[config.mk]
export PLATFORM = sky130hd
export DESIGN_NAME = best_subtarget_selector
export DESIGN_NICKNAME = d
export VERILOG_FILES = /design/src/design/bss_pkg.sv /design/src/design/bss_ctrl.sv /design/src/design/bss_dp.sv /design/src/design/best_subtarget_selector.sv
export SDC_FILE = /design/constraint.sdc
export NUM_CORES = 2
export LEC_CHECK = 0
export BUFFER_PORTS_ARGS = -buffer_cell sky130_fd_sc_hd__buf_2
export CORE_ASPECT_RATIO = 0.9
export CORE_MARGIN = 1.5
export CORE_UTILIZATION = 65
export DETAILED_ROUTE_END_ITERATION = 16
export HOLD_SLACK_MARGIN = 0.1
export PLACE_DENSITY = 0.82
export SLEW_MARGIN = 20
export SYNTH_ARGS = -nofsm -noshare
export SYNTH_HDL_FRONTEND = slang
export SYNTH_SLANG_ARGS = --single-unit
[constraint.sdc]
create_clock -name clk -period 16 [get_ports clk]
set_input_delay 1.6 -clock clk [delete_from_list [all_inputs] [get_ports clk]]
set_output_delay 1.6 -clock clk [all_outputs]
set_load 0.02 [all_outputs]
[src/design/bss_pkg.sv]
`timescale 1ns / 1ps
// ----------------------------------------------------------------------------
// bss_pkg
// Shared widths, register indexes, sequencer step codes and the
// controller/datapath interface types of the best subtarget selector.
// ----------------------------------------------------------------------------
package bss_pkg;

  localparam int PosW  = 16;
  localparam int VelW  = 15;
  localparam int EtaW  = 16;
  localparam int ViolW = 8;
  localparam int AgeW  = 16;
  localparam int ImpW  = 12;
  localparam int CfgW  = 16;
  localparam int CfgIdxW = 2;

  localparam int AbsW  = 17;              // |pos + vel/2 - target|
  localparam int DistW = 34;              // dx^2 + dy^2
  localparam int M2W   = 2 * ImpW;        // m^2
  localparam int RhsW  = DistW + M2W;     // m^2 * Dc
  localparam int TW    = DistW + 2;       // Db - Dc - m^2, signed
  localparam int SqW   = 64;              // T^2 for T < 2^32
  localparam int MulAW = 34;
  localparam int MulBW = 32;
  localparam int ProdW = MulAW + MulBW;

  localparam logic [CfgIdxW-1:0] REG_TARGET_X   = 2'd0;
  localparam logic [CfgIdxW-1:0] REG_TARGET_Y   = 2'd1;
  localparam logic [CfgIdxW-1:0] REG_ETA_MARGIN = 2'd2;
  localparam logic [CfgIdxW-1:0] REG_IMPROVE    = 2'd3;

  localparam int StepW = 3;
  localparam logic [StepW-1:0] STEP_DC_X = 3'd0;
  localparam logic [StepW-1:0] STEP_DC_Y = 3'd1;
  localparam logic [StepW-1:0] STEP_DB_X = 3'd2;
  localparam logic [StepW-1:0] STEP_DB_Y = 3'd3;
  localparam logic [StepW-1:0] STEP_M2   = 3'd4;
  localparam logic [StepW-1:0] STEP_RHS  = 3'd5;
  localparam logic [StepW-1:0] STEP_SQ   = 3'd6;
  localparam logic [StepW-1:0] STEP_DEC  = 3'd7;

  typedef struct packed {
    logic             cap;
    logic             step_en;
    logic [StepW-1:0] step;
    logic             commit;
  } bss_cmd_t;

  typedef struct packed {
    logic need_cmp;
  } bss_status_t;

endpackage

[src/design/bss_ctrl.sv]
`timescale 1ns / 1ps
// ----------------------------------------------------------------------------
// bss_ctrl
// Controller: accepts a word, walks the compare sequence when the best
// must be beaten by distance, and commits into the output register.
// ----------------------------------------------------------------------------
module bss_ctrl
  import bss_pkg::*;
(
  input  logic        clk,
  input  logic        rst_n,
  input  logic        in_valid,
  output logic        in_ready,
  output logic        out_valid,
  input  logic        out_ready,
  input  bss_status_t status,
  output bss_cmd_t    cmd
);

  localparam logic [1:0] ST_IDLE = 2'd0;
  localparam logic [1:0] ST_CALC = 2'd1;
  localparam logic [1:0] ST_FIN  = 2'd2;

  logic [1:0]       state_r, state_nxt;
  logic [StepW-1:0] step_r, step_nxt;
  logic             out_valid_r, out_valid_nxt;
  logic             accept, commit;

  assign in_ready  = (state_r == ST_IDLE);
  assign accept    = in_valid && in_ready;
  assign commit    = (state_r == ST_FIN) && (!out_valid_r || out_ready);
  assign out_valid = out_valid_r;

  always_comb begin
    state_nxt = state_r;
    step_nxt  = step_r;
    case (state_r)
      ST_IDLE: begin
        step_nxt = STEP_DC_X;
        if (accept) begin
          state_nxt = status.need_cmp ? ST_CALC : ST_FIN;
        end
      end
      ST_CALC: begin
        step_nxt = step_r + 3'd1;
        if (step_r == STEP_DEC) begin
          state_nxt = ST_FIN;
        end
      end
      ST_FIN: begin
        if (commit) begin
          state_nxt = ST_IDLE;
        end
      end
      default: state_nxt = ST_IDLE;
    endcase
  end

  assign out_valid_nxt = commit || (out_valid_r && !out_ready);

  always_comb begin
    cmd.cap     = accept;
    cmd.step_en = (state_r == ST_CALC);
    cmd.step    = step_r;
    cmd.commit  = commit;
  end

  always_ff @(posedge clk) begin
    if (!rst_n) begin
      state_r     <= ST_IDLE;
      step_r      <= STEP_DC_X;
      out_valid_r <= 1'b0;
    end else begin
      state_r     <= state_nxt;
      step_r      <= step_nxt;
      out_valid_r <= out_valid_nxt;
    end
  end

endmodule

[src/design/bss_dp.sv]
`timescale 1ns / 1ps
// ----------------------------------------------------------------------------
// bss_dp
// Datapath: configuration, best subtarget, captured candidate, one shared
// multiplier for the exact squared distance test, and the output register.
// ----------------------------------------------------------------------------
module bss_dp
  import bss_pkg::*;
(
  input  logic                   clk,
  input  logic                   rst_n,
  input  logic                   cfg_we,
  input  logic [CfgIdxW-1:0]     cfg_index,
  input  logic [CfgW-1:0]        cfg_wdata,
  input  logic                   in_op,
  input  logic signed [PosW-1:0] in_cand_x,
  input  logic signed [PosW-1:0] in_cand_y,
  input  logic signed [VelW-1:0] in_cand_vx,
  input  logic signed [VelW-1:0] in_cand_vy,
  input  logic [EtaW-1:0]        in_cand_eta,
  input  logic [ViolW-1:0]       in_cand_violations,
  input  logic                   in_cand_clear,
  input  logic [AgeW-1:0]        in_cand_age,
  input  bss_cmd_t               cmd,
  output bss_status_t            status,
  output logic                   out_replaced,
  output logic signed [PosW-1:0] out_best_x_out,
  output logic signed [PosW-1:0] out_best_y_out,
  output logic signed [VelW-1:0] out_best_vx_out,
  output logic signed [VelW-1:0] out_best_vy_out,
  output logic [EtaW-1:0]        out_best_eta_out,
  output logic [ViolW-1:0]       out_best_violations_out,
  output logic                   out_best_clear_out,
  output logic [AgeW-1:0]        out_best_age_out
);

  function automatic logic [AbsW-1:0] axis_abs(
    input logic [PosW-1:0] p,
    input logic [VelW-1:0] v,
    input logic [PosW-1:0] t
  );
    logic [AbsW:0] d;
    logic [AbsW:0] m;
    d = {{2{p[PosW-1]}}, p} + {{4{v[VelW-1]}}, v[VelW-1:1]} - {{2{t[PosW-1]}}, t};
    m = d[AbsW] ? ((AbsW+1)'(0) - d) : d;
    return m[AbsW-1:0];
  endfunction

  // configuration
  logic signed [PosW-1:0] target_x_r, target_y_r;
  logic [EtaW-1:0]        eta_limit_r;
  logic [ImpW-1:0]        improve_r;

  // best subtarget
  logic signed [PosW-1:0] best_x_r, best_y_r;
  logic signed [VelW-1:0] best_vx_r, best_vy_r;
  logic [EtaW-1:0]        best_eta_r;
  logic [ViolW-1:0]       best_viol_r;
  logic                   best_clear_r;
  logic [AgeW-1:0]        best_age_r;

  // captured candidate
  logic signed [PosW-1:0] c_x_r, c_y_r;
  logic signed [VelW-1:0] c_vx_r, c_vy_r;
  logic [EtaW-1:0]        c_eta_r;
  logic [ViolW-1:0]       c_viol_r;
  logic                   c_clear_r;
  logic [AgeW-1:0]        c_age_r;
  logic                   take_r;
  logic                   viol_ok_r;

  // distance test
  logic [AbsW-1:0]  dcx_r, dcy_r, dbx_r, dby_r;
  logic [DistW-1:0] dc_r, db_r;
  logic [M2W-1:0]   m2_r;
  logic [RhsW-1:0]  rhs_r;
  logic [TW-1:0]    t_r;
  logic [SqW-1:0]   sq_r;

  logic [MulAW-1:0] mul_a;
  logic [MulBW-1:0] mul_b;
  logic [ProdW-1:0] prod;
  logic [TW-1:0]    t_nxt;
  logic             t_pos, t_big, win;

  assign status.need_cmp = in_op && in_cand_clear && best_clear_r
                           && (best_eta_r > eta_limit_r);

  always_comb begin
    mul_a = '0;
    mul_b = '0;
    case (cmd.step)
      STEP_DC_X: begin
        mul_a = MulAW'(dcx_r);
        mul_b = MulBW'(dcx_r);
      end
      STEP_DC_Y: begin
        mul_a = MulAW'(dcy_r);
        mul_b = MulBW'(dcy_r);
      end
      STEP_DB_X: begin
        mul_a = MulAW'(dbx_r);
        mul_b = MulBW'(dbx_r);
      end
      STEP_DB_Y: begin
        mul_a = MulAW'(dby_r);
        mul_b = MulBW'(dby_r);
      end
      STEP_M2: begin
        mul_a = MulAW'(improve_r);
        mul_b = MulBW'(improve_r);
      end
      STEP_RHS: begin
        mul_a = dc_r;
        mul_b = MulBW'(m2_r);
      end
      STEP_SQ: begin
        mul_a = MulAW'(t_r[31:0]);
        mul_b = t_r[31:0];
      end
      default: begin
        mul_a = '0;
        mul_b = '0;
      end
    endcase
  end

  assign prod  = {{MulBW{1'b0}}, mul_a} * {{MulAW{1'b0}}, mul_b};
  assign t_nxt = {2'b00, db_r} - {2'b00, dc_r} - TW'(m2_r);
  assign t_pos = !t_r[TW-1] && (t_r != '0);
  assign t_big = |t_r[TW-2:32];
  assign win   = viol_ok_r && t_pos && (t_big || (sq_r > {4'b0000, rhs_r, 2'b00}));

  always_ff @(posedge clk) begin
    if (!rst_n) begin
      target_x_r  <= '0;
      target_y_r  <= '0;
      eta_limit_r <= EtaW'(500);
      improve_r   <= ImpW'(500);
    end else if (cfg_we) begin
      case (cfg_index)
        REG_TARGET_X:   target_x_r  <= cfg_wdata[PosW-1:0];
        REG_TARGET_Y:   target_y_r  <= cfg_wdata[PosW-1:0];
        REG_ETA_MARGIN: eta_limit_r <= cfg_wdata[EtaW-1:0];
        REG_IMPROVE:    improve_r   <= cfg_wdata[ImpW-1:0];
        default: ;
      endcase
    end
  end

  always_ff @(posedge clk) begin
    if (!rst_n) begin
      best_x_r     <= '0;
      best_y_r     <= '0;
      best_vx_r    <= '0;
      best_vy_r    <= '0;
      best_eta_r   <= '0;
      best_viol_r  <= '0;
      best_clear_r <= 1'b0;
      best_age_r   <= '0;
    end else if (cmd.commit && take_r) begin
      best_x_r     <= c_x_r;
      best_y_r     <= c_y_r;
      best_vx_r    <= c_vx_r;
      best_vy_r    <= c_vy_r;
      best_eta_r   <= c_eta_r;
      best_viol_r  <= c_viol_r;
      best_clear_r <= c_clear_r;
      best_age_r   <= c_age_r;
    end
  end

  always_ff @(posedge clk) begin
    if (cmd.cap) begin
      c_x_r     <= in_cand_x;
      c_y_r     <= in_cand_y;
      c_vx_r    <= in_cand_vx;
      c_vy_r    <= in_cand_vy;
      c_eta_r   <= in_cand_eta;
      c_viol_r  <= in_cand_violations;
      c_clear_r <= in_cand_clear;
      c_age_r   <= in_op ? '0 : in_cand_age;
      take_r    <= !in_op || (in_cand_clear && !status.need_cmp);
      viol_ok_r <= (in_cand_violations <= best_viol_r);
      dcx_r     <= axis_abs(in_cand_x, in_cand_vx, target_x_r);
      dcy_r     <= axis_abs(in_cand_y, in_cand_vy, target_y_r);
      dbx_r     <= axis_abs(best_x_r, best_vx_r, target_x_r);
      dby_r     <= axis_abs(best_y_r, best_vy_r, target_y_r);
    end else if (cmd.step_en) begin
      case (cmd.step)
        STEP_DC_X: dc_r  <= prod[DistW-1:0];
        STEP_DC_Y: dc_r  <= dc_r + prod[DistW-1:0];
        STEP_DB_X: db_r  <= prod[DistW-1:0];
        STEP_DB_Y: db_r  <= db_r + prod[DistW-1:0];
        STEP_M2:   m2_r  <= prod[M2W-1:0];
        STEP_RHS: begin
          rhs_r <= prod[RhsW-1:0];
          t_r   <= t_nxt;
        end
        STEP_SQ:   sq_r  <= prod[SqW-1:0];
        STEP_DEC:  take_r <= win;
        default: ;
      endcase
    end
  end

  always_ff @(posedge clk) begin
    if (cmd.commit) begin
      out_replaced <= take_r;
      if (take_r) begin
        out_best_x_out          <= c_x_r;
        out_best_y_out          <= c_y_r;
        out_best_vx_out         <= c_vx_r;
        out_best_vy_out         <= c_vy_r;
        out_best_eta_out        <= c_eta_r;
        out_best_violations_out <= c_viol_r;
        out_best_clear_out      <= c_clear_r;
        out_best_age_out        <= c_age_r;
      end else begin
        out_best_x_out          <= best_x_r;
        out_best_y_out          <= best_y_r;
        out_best_vx_out         <= best_vx_r;
        out_best_vy_out         <= best_vy_r;
        out_best_eta_out        <= best_eta_r;
        out_best_violations_out <= best_viol_r;
        out_best_clear_out      <= best_clear_r;
        out_best_age_out        <= best_age_r;
      end
    end
  end

endmodule

[src/design/best_subtarget_selector.sv]
`timescale 1ns / 1ps
// ----------------------------------------------------------------------------
// best_subtarget_selector
// Keeps the best motion subtarget and updates it from load and offer words.
//
//   channel  ports                      handshake
//   in       in_op, in_cand_*           in_valid / in_ready
//   out      out_replaced, out_best_*   out_valid / out_ready
//   cfg      cfg_index, cfg_wdata       cfg_we, no wait
//
// A load, a blocked offer or an offer that replaces without comparison goes
// from accept straight to the finish state and is committed to the output
// register once that register is free; an offer that must beat the best by
// distance first walks seven passes through the one shared multiplier and a
// decision step. One word is in work at a time; a new word is accepted while
// a finished word waits at the output, and a stalled output holds the next
// finished word. Synchronous active-low reset sets the best to zero, not
// collision-free, and the configuration to its defaults.
// ----------------------------------------------------------------------------
module best_subtarget_selector
  import bss_pkg::*;
(
  input  logic                   clk,
  input  logic                   rst_n,
  input  logic                   cfg_we,
  input  logic [CfgIdxW-1:0]     cfg_index,
  input  logic [CfgW-1:0]        cfg_wdata,
  input  logic                   in_valid,
  output logic                   in_ready,
  input  logic                   in_op,
  input  logic signed [PosW-1:0] in_cand_x,
  input  logic signed [PosW-1:0] in_cand_y,
  input  logic signed [VelW-1:0] in_cand_vx,
  input  logic signed [VelW-1:0] in_cand_vy,
  input  logic [EtaW-1:0]        in_cand_eta,
  input  logic [ViolW-1:0]       in_cand_violations,
  input  logic                   in_cand_clear,
  input  logic [AgeW-1:0]        in_cand_age,
  output logic                   out_valid,
  input  logic                   out_ready,
  output logic                   out_replaced,
  output logic signed [PosW-1:0] out_best_x_out,
  output logic signed [PosW-1:0] out_best_y_out,
  output logic signed [VelW-1:0] out_best_vx_out,
  output logic signed [VelW-1:0] out_best_vy_out,
  output logic [EtaW-1:0]        out_best_eta_out,
  output logic [ViolW-1:0]       out_best_violations_out,
  output logic                   out_best_clear_out,
  output logic [AgeW-1:0]        out_best_age_out
);

  bss_cmd_t    cmd;
  bss_status_t status;

  bss_ctrl u_ctrl (
    .clk       (clk),
    .rst_n     (rst_n),
    .in_valid  (in_valid),
    .in_ready  (in_ready),
    .out_valid (out_valid),
    .out_ready (out_ready),
    .status    (status),
    .cmd       (cmd)
  );

  bss_dp u_dp (
    .clk                     (clk),
    .rst_n                   (rst_n),
    .cfg_we                  (cfg_we),
    .cfg_index               (cfg_index),
    .cfg_wdata               (cfg_wdata),
    .in_op                   (in_op),
    .in_cand_x               (in_cand_x),
    .in_cand_y               (in_cand_y),
    .in_cand_vx              (in_cand_vx),
    .in_cand_vy              (in_cand_vy),
    .in_cand_eta             (in_cand_eta),
    .in_cand_violations      (in_cand_violations),
    .in_cand_clear           (in_cand_clear),
    .in_cand_age             (in_cand_age),
    .cmd                     (cmd),
    .status                  (status),
    .out_replaced            (out_replaced),
    .out_best_x_out          (out_best_x_out),
    .out_best_y_out          (out_best_y_out),
    .out_best_vx_out         (out_best_vx_out),
    .out_best_vy_out         (out_best_vy_out),
    .out_best_eta_out        (out_best_eta_out),
    .out_best_violations_out (out_best_violations_out),
    .out_best_clear_out      (out_best_clear_out),
    .out_best_age_out        (out_best_age_out)
  );

endmodule

Word-level counts from Yosys, hierarchy flattened
Index checks and enable logic that the tools add are counted. W data, S select, Z words.

Input bits: 127. Word-level logic and storage cells: 147. Register bits: 696. Output and inout port bits: 106.

Multiplexer cells: 25. $lt $le $gt $ge: 3. $add $sub $neg: 17. Bitwise logic cells: 1. Equality and inequality tests: 15. $mul: 1. Reductions and logical operators: 41.

Operators with widths (number): $pmux W34 S7 (1); $pmux W32 S7 (1); $pmux W34 S2 (2); $sub A17 B16 Y18 (4); $add A16 B14 Y17 (4); $add A34 B34 Y34 (2); $mux W17 (4); $sub A1 B17 Y17 const A (4); $gt A64 B60 Y1 (1); $mul A34 B32 Y64 (1); $mux W16 (4); $reduce_bool A36 Y1 (1); $sub A36 B24 Y36 (1); $sub A34 B34 Y35 (1); $mux W15 (2); $reduce_and A3 Y1 (6); $gt A16 B16 Y1 (1); $eq A3 B3 Y1 const B (4); $logic_and A1 B1 Y1 (11); $reduce_and A2 Y1 (5); $reduce_bool A2 Y1 (5); $le A8 B8 Y1 (1); $mux W2 (4); $mux W8 (1); other kinds (16) (32).

Depth between registers and ports, before layout
Depth after elaboration: 7. Depth in mapped cells: 48. Gate-level depth less buffers: 44.

By module
From an unflattened synthesis, not the netlist that was laid out.

Cell total of the unflattened synthesis: 7962. Area total of the unflattened synthesis: 74291.3 um^2.

Modules (own cells, without submodules): bss_dp (area each 73929.7 um^2, cells each 7926, times used 1); bss_ctrl (area each 361.6 um^2, cells each 36, times used 1).

Worst setup path after synthesis
OpenSTA, ideal clock, no wires.

Kind: reg2reg. Start: reg u_ctrl.step_r[2]. End: reg u_dp.db_r[33], data pin. Stages on the path, launching flop included: 43. Arrival time: 10.849 ns. Slack: 4.880 ns. Period minus slack after synthesis: 11.120 ns. Data required time: 15.729 ns. Buffers on the path: 5. Path through: dfxtp_1 > buf_1 > clkbuf_1 > clkbuf_1 > inv_1 > ha_1 > clkbuf_1 > a222oi_1 > nand2_1 > a21oi_1 > clkbuf_1 > nor2_1 > fa_1 > inv_1 > fa_1 > fa_1 > inv_1 > fa_1 > [... 7 more ...] > a21o_1 > o41ai_1 > a21boi_0 > a41oi_1 > o21ai_0 > a21oi_1 > xnor2_1 > inv_1 > ha_1 > nand4_1 > nor2_1 > and3_1 > o31ai_1 > a21oi_1 > o21ai_0 > o21ai_0 > o41a_1 > xnor2_1.

Cells in the longest elaborated chain, start to end: 5.

Ends and longest elaborated chain: start, declared (line bss_ctrl.sv:25) `logic [StepW-1:0] step_r, step_nxt;`; start signal, assigned (line bss_ctrl.sv:75) `step_r <= step_nxt;`; $eq A3 B3 Y1, or another cell as far along (line bss_dp.sv:92) `case (cmd.step)`; $pmux W34 S7 or $pmux W32 S7 (tied branches) (line bss_dp.sv:92); $mul A34 B32 Y64 (*) (line bss_dp.sv:128) `assign prod = {{MulBW{1'b0}}, mul_a} * {{MulAW{1'b0}}, mul_b};`; via u_dp.prod[22] (line bss_dp.sv:82) `logic [ProdW-1:0] prod;`; $add A34 B34 Y34 (*) (line bss_dp.sv:194) `STEP_DB_Y: db_r <= db_r + prod[DistW-1:0];`; $pmux W34 S2 (*) (line bss_dp.sv:190) `case (cmd.step)`; end signal, assigned (line bss_dp.sv:193) `STEP_DB_X: db_r <= prod[DistW-1:0];`; end signal, assigned (line bss_dp.sv:194); end, declared (line bss_dp.sv:74) `logic [DistW-1:0] dc_r, db_r;`.

Mark *: on every way through the listed nets, which the timed path passes. The rest lies on a longest branch. A chain may end at the register's enable or synchronous reset.

Final worst setup path
Ends and elaborated chain as after synthesis.

==> flow_summary.toml <==
[timing]
rsz0062_at_grt = "no"
setup_viol = 0
finalCritPeriodShare_pct = 81.41
final.setup.tns_ps = 0
maxSlewHeadroom_pct = 15.22
worst_pin_slew_ps = 1271
fmax_mhz = 76.77
period_minus_slack_ps = 13030
hold_viol = 0
slew_viol_final = 0
finClkSkew_ps = 31.98

[routing]
drt-wirelength-per-cell_um = 26.81
routed-wl-met3_mm = 33.42
vias = 58830
ant_nets = 0
dr.first_iter.drc_count = 7046
firstDrtPassIters = 10
via_per_inst = 6.189
routed_wl_mm = 254.8
met2WireLength_mm = 110.7
routedLengthMet1_mm = 92.69
routed.top_layer = "met5"
drc = 0

[cells_and_area]
syn_to_final_growth_pct = 7.546
nets = 9654
drive_gt1_share_pct = 7.952
nFillCells = 8324

[grt]
track_usage_pct = 44.74
antenna_found_initial = 15
grt_pass1_wl_mm = 375.2
grt_max_degree = 173
grt_overflow_total = 0
grt_pass1_vias = 59940

[place]
portBuffers = 232
hpwl_mm = 198.6
place.gp.congestion = 1.104

[die]
dieArea_um2 = 115100
start_util_pct = 65.83
die_y_um = 322.0
ioPinCount = 233
fp-row-count = 116
core-area_um2 = 111600
die_x_um = 357.4

[synthesis]
ys_warn_count = 0
ys_async_sr_fraction_pct = 0
synth-seq-area-share_pct = 26.14
yosys-top-cells-area = "fa_1, edfxtp_1, ha_1"
synth.top_cell.area_share_pct = 27.87
yosysTopAreaCell = "fa_1"
syn_area_per_cell_um2 = 9.421
synth.distinct_cells = 81
synth_edf_count = 527
ys_ff_latch = 696
synth_nets = 9489
syn_area_um2 = 73470
synthFlopType = "edfxtp_1"
netlist_instances = 7799

[clocking]
hold_buffers = 0
clk_latency_ps = 680
ctsHtreeMaxLevel = 3
cts_buffers = 73
clk_pin_slew_ps = 60
cts_tree = "done"
max-clock-path-buffers = 3
post_cts_resize_count = 0
post_cts_buffers = 0
root_buffer = "clkbuf_16"
clock_sinks = 696

[worst_setup_path]
cpPeakStageDelay_ps = 900
slowest_stage = "dfxtp_2"
crit_start = "u_ctrl.step_r[2]$_SDFFE_PN0P_"
cp-start-kind = "flop"
cp.depth = 38
ff2ff_path_depth = 38
r2r-end = "u_dp.db_r[33]$_DFFE_PP_"
cp.buffers_inverters = 6
required_ps = 16400
cp_top_family = "compound AO/OA/AOI/OAI gates"
critPathKind = "flop to flop"
cp-endpoint = "u_dp.db_r[33]$_DFFE_PP_"
cp.arrival_ps = 13420
timing.rr.start = "u_ctrl.step_r[2]$_SDFFE_PN0P_"
r2r_slack_ps = 2970
crit_fanout = 42
endpoint_kind = "flop"

[run_status]
status = "finished clean"

[run]
maxCapViolations = 0

[min_path]
hold_class = "flop to flop"
-- tightest hold or removal path, stage by stage, from the launching register on --
cell,delay [ps]
dfxtp_1,310
nand2_1,50
a21boi_0,60
-- routing by layer --
layer | vias up | GRT usage, %
li1 | 25180 | -
met1 | 29020 | 56.92
met2 | 3716 | 67.17
met3 | 905 | 14.51
met4 | 14 | 25.89
met5 | - | 0
-- worst min-delay path by stage --
stage                                    from  slack (ps)  cells past startpoint                             end
5_1_grt        u_dp.best_vx_r[5]$_SDFFE_PN0P_         480                      2  u_dp.best_vx_r[5]$_SDFFE_PN0P_
4_1_cts        u_dp.best_vx_r[5]$_SDFFE_PN0P_         470                      2  u_dp.best_vx_r[5]$_SDFFE_PN0P_
6_report       u_dp.best_x_r[11]$_SDFFE_PN0P_         460                      2  u_dp.best_x_r[11]$_SDFFE_PN0P_
3_5_place_dp   u_dp.best_vx_r[5]$_SDFFE_PN0P_         460                      2  u_dp.best_vx_r[5]$_SDFFE_PN0P_
3_3_place_gp   u_dp.best_x_r[13]$_SDFFE_PN0P_         450                      2  u_dp.best_x_r[13]$_SDFFE_PN0P_
2_1_floorplan           u_dp.take_r$_DFFE_PP_         420                      0     u_dp.out_replaced$_DFFE_PP_
-- placed cells by master (no fill, tap or decap), types with 48 or more instances in the layout --
master / count
a21boi_0: 162
a21o_1: 166
a21oi_1: 285
buf_2: 231
buf_4: 132
clkbuf_16: 75
dfxtp_1: 168
edfxtp_1: 527
fa_1: 1023
ha_1: 539
inv_1: 1420
mux2_2: 75
nand2_1: 1316
nand2b_1: 52
nand3_1: 57
nor2_1: 577
nor2b_1: 65
nor3_1: 48
o21ai_0: 237
xnor2_1: 187
xor2_1: 99
-- Yosys cell counts (all sizes together) (13+ instances only) --
library cell / count
a211oi: 15
a21boi: 163
a21o: 166
a21oi: 296
a22o: 14
a22oi: 30
a31oi: 26
a41oi: 13
and2: 25
and3: 41
buf: 22
clkbuf: 253
dfxtp: 169
edfxtp: 527
fa: 1023
ha: 540
inv: 1420
mux2: 76
nand2: 1319
nand2b: 52
nand3: 57
nand4: 40
nor2: 579
nor2b: 67
nor3: 50
nor4: 15
o211ai: 24
o21a: 44
o21ai: 243
o21bai: 36
or2: 15
or3: 13
xnor2: 189
xor2: 101
-- final cells by class --
cell class / instances / area [µm²] / area share, %
Antenna cell: 8 / 20.02 / 0.02534
Clock buffer: 97 / 2019 / 2.556
Clock inverter: 37 / 330.3 / 0.4180
Inverter: 1421 / 5334 / 6.750
Multi-Input combinational cell: 5407 / 48080 / 60.85
Sequential cell: 696 / 19210 / 24.31
Tap cell: 1475 / 1846 / 2.336
Timing Repair Buffer: 365 / 2178 / 2.757
-- state kept, by name, indices dropped and copies added, names as in the netlist, 17 cells and up --
name        cells
u_dp.dcy_r     17
u_dp.t_r       36
u_dp.db_r      34
u_dp.rhs_r     58
u_dp.dbx_r     17
u_dp.sq_r      64
u_dp.dby_r     17
u_dp.m2_r      24
u_dp.dc_r      34
u_dp.dcx_r     17
-- cell families (layout without fill, tap and decap cells) --
logic type / count (synthesis) / count (layout) / share of synthesized area (%)
muxes: 81 / 81 / 1.233
DFF: 696 / 696 / 26.14
xor gates and xnor gates: 290 / 290 / 3.467
buffers and inverters: 1696 / 1920 / 8.665
other: 0 / 8 / 0
and+or+nand+nor: 2302 / 2302 / 13.04
AOI/OAI and AO/OA: 1171 / 1171 / 10.38
adders and majority gates: 1563 / 1563 / 37.07
-- stage by stage --
stage	util (%)	hold slack [ps]	instance area, µm²	setup WS, ps	instances
global route	70.79	482.6	79010	2494	9503
global placement	68.62	450.3	76580	3461	9363
detailed placement	68.64	457.1	76610	3451	9363
CTS	70.75	465.4	78960	3413	9497
finish	70.80	464.9	79020	2974	9506
floorplan	-	424.4	73470	4880	7799
Power is not shown: default switching activity piles up to over one toggle a cycle in this logic, so the estimate is an artifact.
